`config.mk`:
```
export PLATFORM = sky130hd
export DESIGN_NAME = elpi_front
export DESIGN_NICKNAME = d
export VERILOG_FILES = /design/src/design/elpi_pkg.sv /design/src/design/elpi_front.sv
export SDC_FILE = /design/constraint.sdc
export NUM_CORES = 1
export LEC_CHECK = 0
export ABC_CLOCK_PERIOD_IN_PS = 5800
export BUFFER_PORTS_ARGS = -buffer_cell sky130_fd_sc_hd__buf_2
export CORE_MARGIN = 4
export CORE_UTILIZATION = 56
export CTS_CLUSTER_SIZE = 40
export DETAILED_ROUTE_END_ITERATION = 7
export PLACE_DENSITY = 0.87
export SLEW_MARGIN = 20
export SYNTH_ARGS = -nofsm -noshare
export SYNTH_HDL_FRONTEND = slang
export SYNTH_SLANG_ARGS = --single-unit
export TNS_END_PERCENT = 100
```
`constraint.sdc`:
```
create_clock -name clk -period 5.8 [get_ports clk]
set_input_delay 0.58 -clock clk [delete_from_list [all_inputs] [get_ports clk]]
set_output_delay 0.58 -clock clk [all_outputs]
set_load 0.05 [all_outputs]
```
`src/design/elpi_pkg.sv`:
```
// shared types, constants and tables for the leaky intensity unit
`default_nettype none
package elpi_pkg;

  localparam int FRAME_WIDTH  = 1024;
  localparam int FRAME_HEIGHT = 512;
  localparam int PIX_COUNT    = FRAME_WIDTH * FRAME_HEIGHT;
  localparam int PIX_W        = $clog2(PIX_COUNT);

  localparam logic signed [33:0] VAL_MAX = 34'sd8388607;
  localparam logic signed [33:0] VAL_MIN = -34'sd8388608;

  // exponent in 1/64 units is rate*elapsed/15625; x >= 1024 past this product
  localparam logic [39:0] EXP_PROD = 40'd16000000;
  localparam logic [23:0] DIV_C    = 24'd15625;
  localparam logic [24:0] RECIP    = 25'd17592187;  // ceil(2^38 / 15625)
  localparam int          RECIP_SH = 38;

  localparam logic [16:0] ONE_Q16 = 17'd65536;

  typedef enum logic [1:0] {
    K_EVENT = 2'd0,
    K_SWEEP = 2'd1,
    K_SKIP  = 2'd2
  } kind_t;

  typedef struct packed {
    kind_t            kind;
    logic [31:0]      ts;
    logic [PIX_W-1:0] idx;
    logic             pol;
  } item_t;

  typedef struct packed {
    logic  empty;
    item_t item;
  } fq_t;

  // exp(-2^k/64) in Q0.16
  function automatic logic [15:0] decay_tbl(input logic [3:0] k);
    logic [15:0] r;
    case (k)
      4'd0: r = 16'd64520;
      4'd1: r = 16'd63520;
      4'd2: r = 16'd61565;
      4'd3: r = 16'd57835;
      4'd4: r = 16'd51039;
      4'd5: r = 16'd39750;
      4'd6: r = 16'd24109;
      4'd7: r = 16'd8869;
      4'd8: r = 16'd1200;
      4'd9: r = 16'd22;
      default: r = 16'd0;
    endcase
    return r;
  endfunction

endpackage
`default_nettype wire

```
`src/design/elpi_front.sv`:
```
// front end: classifies items and holds them in a two-entry queue
`default_nettype none
module elpi_front (
  input  wire logic              clk,
  input  wire logic              rst,
  input  wire logic              push,
  output logic                   full,
  input  wire logic              cmd,
  input  wire logic [31:0]       timestamp,
  input  wire logic [9:0]        pixel_x,
  input  wire logic [8:0]        pixel_y,
  input  wire logic              polarity,
  input  wire logic              clearing,
  input  wire logic              fq_pop,
  output elpi_pkg::fq_t          fq
);
  import elpi_pkg::*;

  item_t       slot [2];
  logic        wr_ptr;
  logic        rd_ptr;
  logic [1:0]  count;
  item_t       new_item;
  logic        in_frame;
  logic        do_push;
  logic        do_pop;

  assign in_frame = (32'(pixel_x) < 32'(FRAME_WIDTH)) && (32'(pixel_y) < 32'(FRAME_HEIGHT));

  always_comb begin
    new_item.ts  = timestamp;
    new_item.pol = polarity;
    new_item.idx = PIX_W'(PIX_W'(pixel_y) * PIX_W'(FRAME_WIDTH)) + PIX_W'(pixel_x);
    if (cmd) begin
      new_item.kind = K_SWEEP;
    end else if (in_frame) begin
      new_item.kind = K_EVENT;
    end else begin
      new_item.kind = K_SKIP;
    end
  end

  assign full     = clearing || (count == 2'd2);
  assign do_push  = push && !full;
  assign do_pop   = fq_pop && (count != 2'd0);
  assign fq.empty = (count == 2'd0);
  assign fq.item  = slot[rd_ptr];

  always_ff @(posedge clk) begin
    if (do_push) begin
      slot[wr_ptr] <= new_item;
    end
  end

  always_ff @(posedge clk) begin
    if (rst) begin
      wr_ptr <= 1'b0;
      rd_ptr <= 1'b0;
      count  <= 2'd0;
    end else begin
      if (do_push) begin
        wr_ptr <= !wr_ptr;
      end
      if (do_pop) begin
        rd_ptr <= !rd_ptr;
      end
      count <= count + 2'(do_push) - 2'(do_pop);
    end
  end

endmodule
`default_nettype wire

```
## Word-level counts from Yosys, hierarchy flattened

Memories as Yosys holds them, arrays and structs flattened. A register that Yosys moved wholly into a read port is not among the register bits.
Index checks and enable logic that the tools add are counted.

| cells by class | value |
|---|---|
| $add $sub $neg | 3 |
| $mul | 0 |
| div/mod/pow operators | 0 |
| magnitude comparators | 0 |
| eq/ne operators | 1 |
| shifts and indexed selects | 0 |
| muxes and demuxes | 5 |
| bitwise gates (word level) | 0 |
| reduce and logical (&&, ||, !) cells | 8 |

Operator list:

| operator | count |
|---|---|
| 19-bit by 10-bit adder with 19-bit output | 1 |
| 1-bit 2-to-1 mux | 5 |
| 1-bit zero test | 3 |
| 2-bit by 1-bit adder with 2-bit output | 1 |
| 2-bit equality test (second input constant) | 1 |
| 1-bit logical AND | 2 |
| 2-bit zero test | 1 |
| 2-bit nonzero test | 1 |
| 2-bit by 1-bit subtractor with 2-bit output | 1 |
| 1-bit logical OR | 1 |

| word-level totals | value |
|---|---|
| bits in registers | 4 |
| latch bits | 0 |
| RAM bits | 106 |
| ROM bits | 0 |
| input port bits | 58 |
| output and inout bits | 56 |
| word-level logic and storage cells | 21 |
| memories | 1 |

Memory list:

| memory | depth | width | rd ports | clocked after Yosys merged registers in | wr ports | RTL line | RTL |
|---|---|---|---|---|---|---|---|
| slot | 2 | 53 | 1 | 1 | 1 | elpi_front.sv:19 | `item_t slot [2];` |

## Logic depth before layout (Yosys ltp)

| depth | value |
|---|---|
| word-level depth | 6 |
| mapped depth | 8 |
| gate-level depth less buffers | 8 |

## Least setup slack after synthesis

No wires, ideal clock.

| path | value |
|---|---|
| path type | input to register |
| from | in clearing |
| to | mem slot[0][0] in the netlist's numbering (enable) |
| setup time | 464 ps |
| data arrival time | 2,977 ps |
| data required time | 5,336 ps |
| setup slack | 2,359 ps |
| stages | 2 |
| buffers on the path | 0 |
| cell sequence | nand3b_4 > nor2_1 |

| between the ends | value |
|---|---|
| word-level cells in the longest chain between the ends | 5 |

Ends and longest elaborated chain:

| what | RTL line | RTL |
|---|---|---|
| start: declaration | elpi_front.sv:13 | `input wire logic clearing,` |
| 1-bit logical OR | elpi_front.sv:43 | `assign full = clearing \|\| (count == 2'd2);` |
| 1-bit zero test | elpi_front.sv:44 | `assign do_push = push && !full;` |
| 1-bit logical AND | elpi_front.sv:44 |  |
| 1-bit 2-to-1 mux | elpi_front.sv:50 | `if (do_push) begin` |
| 1-bit 2-to-1 mux (implied by the code) | elpi_front.sv:51 | `slot[wr_ptr] <= new_item;` |
| end: declaration | elpi_front.sv:19 |  |

Every way passes these cells.

==> metrics <==
status=finished clean; # IOs=114; Residual DRC=0; commonest non-fill, non-tap cells in the layout=buf_2, edfxtp_1, mux2_4; Layout Utilization=between 60 and 70%; crit path cell chain=mux2_2 > buf_2; first drt pass iteration count=4; vias per cell=between 5 and 6; clock slew at reported path FFs=roughly 0.1 ns; Cell Pwr Density=between 400 and 500 mW/mm2; core area=between 0.007 and 0.008 mm2; CTS Root Cell=clkbuf_8; Hold Fails Final Rpt=0; worst-margin pin slew=~0.97 ns; multi-input logic area=953 um2; initial antenna violation count=0; Crit path largest cell delay=0.99 ns; asr flop ratio synth=0%; DIE HEIGHT=slightly below 100 um; setup violators final=0; Yosys warnings=0; share of cells above drive strength 1=between 50% and 60%; top cells by area, synth=edfxtp_1, mux2_4, buf_12; mean routed wirelength per cell=~18 um; number of instances in the placed design=400; WP data required=between 5 and 6 ns; hold_ws=0.404 ns; worst min path class=in -> reg; first-pass GRT wire length=10.9 mm; HPWL after DPL=roughly 5.1 mm; most area-hungry cell type in the Yosys netlist=edfxtp_1; Yosys cell types=20; Post-synth EDFFs=106; H-tree levels=3; CTS resizes=0; fin nets=372; GRT Overall Usage=between 15 and 20%; number of global-route vias before repair=approximately 2.2k; CTS sink cnt=~110; Post-DRT Antenna Nets=0; max cap viols=0; CTS tree=yes; Comb power frac=a little over a third; Max Clock Skew=around 0.0092 ns; Clk pwr share=a little under a fifth; Arr. time, crit path=approximately 2.0 ns; GRT overflow=0; crit path max fanout=53; Reg power frac=between 40% and 50%; pin count of the biggest net entering global routing=54; crit share post-route=around 45%; Setup CP Type=reg -> out; Hold-fix buffers, CTS=0; initial core utilization=58.7%; area growth from synthesis to layout=18.1%; Port Buffers=about 110; top cell type's share of synthesized area=73.2%; most common cell after layout, fill and taps aside=buf_2; Leak=2.01 nW; FF+latch area=0.00329 mm2; Pins Over Slew Limit=0; number of CTS-inserted buffers=9; Final Instance Count excl. Fillers=between 400 and 500; switching part of the total=37.9%; Final TNS setup=0 ns; Vias=~2.1k; DIE AREA=0.00924 mm2; fillcell total=between 500 and 600; synthesized flop and latch total=approximately 110; worst ir drop on vdd=between 0.2 and 0.3 mV; Synth Flop Type=edfxtp_1; Horiz. Die Dim=96.1 um; syn avg cell area=roughly 22 um2; clock period minus worst slack=2.58 ns; Achievable Freq=between 300 and 400 MHz; Synthesized Nets=~250; Synth Instances=194; P_int=between 1 and 1.5 mW; Site Rows=31; CTS max path bufs=2; Slowest-stage cell, CP=dfxtp_4; Worst Setup Start Kind=flop; mapped cell area=around 0.0043 mm2; type of element capturing the critical path=primary output; unrepaired setup endpoints after global routing=no; clk_lat worst skew=0.36 ns; Overall Power=2.36 mW; n_diodes=0; total setup buffers inserted after CTS=0; routed wire length=7.42 mm; number of DRC markers in iteration 0=77; Seq/Total Area, Yosys=75.5%; Max-slew headroom=around a third; switching pwr=895 uW; GP Congestion=~0.74
==> final timing paths <==
path / startpoint / endpoint / slack (ns) / depth (start not counted)
worst min-delay path: pixel_y[5] / slot[1][16] / 0.40 / 1
worst max register to register: count[0] / slot[1][19] / 3.72 / 4
worst min register to register: rd_ptr / flop / 0.54 / 2
worst max-delay path: flop / fq[52] / 3.22 / 2
==> per-layer routing <==
| metal | up-vias | global-route usage, % | share of wire (%) |
|---|---|---|---|
| met5 | - | 0 | 0 |
| met4 | 0 | 7.70 | 1.4 |
| met3 | 9 | 4.22 | 7.7 |
| met2 | 89 | 28.4 | 51 |
| met1 | 1020 | 19.0 | 40 |
| li1 | 981 | - | - |
==> power groups by stage <==
stage | clock, mW | sequential (mW) | combinational [mW]
6_report | 0.441 | 1.06 | 0.861
5_1_grt | 0.481 | 1.07 | 0.900
4_1_cts | 0.448 | 1.06 | 0.869
3_5_place_dp | 0 | 1.08 | 0.867
3_3_place_gp | 0 | 1.07 | 0.857
2_1_floorplan | 0 | 0.996 | 0.836
==> cells in the mapped netlist, types with 2 or more instances <==
cell	n
edfxtp_1	106
dfxtp_1	5
mux2_4	51
inv_1	2
mux2_2	3
ha_1	2
nor2_1	8
buf_12	5
==> layout make-up <==
class,instances,area share [%]
tap,99,2.41
multi-input combinational,74,18.6
clock inverter,6,1.15
timing repair buffer,114,11.2
sequential,111,64.0
inverter,2,0.146
clock buffer,10,2.49
==> per-stage QoR <==
stage | cell area (um2) | worst slack [ns]
final | 5130 | 3.22
after CTS | 5130 | 3.17
after global placement | 4950 | 3.53
after detailed placement | 4950 | 3.46
after global routing | 5130 | 3.12
after floorplan | 4350 | 2.36
==> flip-flops by register name, summed over array words and instances, names as in the netlist, named ones only <==
register and cells:
count 2, wr_ptr 1, slot 106, rd_ptr 1
==> kinds of logic (layout without fill, tap and decap cells) <==
family | count (synthesis) | count (layout) | synth area share, %
xor+xnor | 2 | 2 | 0.403
compound gates | 1 | 1 | 0.201
other cells | 1 | 1 | 0.0862
fa+ha+maj | 2 | 2 | 0.575
flops | 111 | 111 | 75.5
simple gates | 14 | 14 | 1.93
buf+inv | 9 | 132 | 2.91
mux | 54 | 54 | 18.4
==> worst max-delay path: cells and delay by family (launching register included) <==
kind                   cells  cell delay (ns)
flip-flops                 1             0.99
buffers and inverters      1             0.21
multiplexers               1             0.43
No activity file was read; power rests on OpenSTA's default activity.
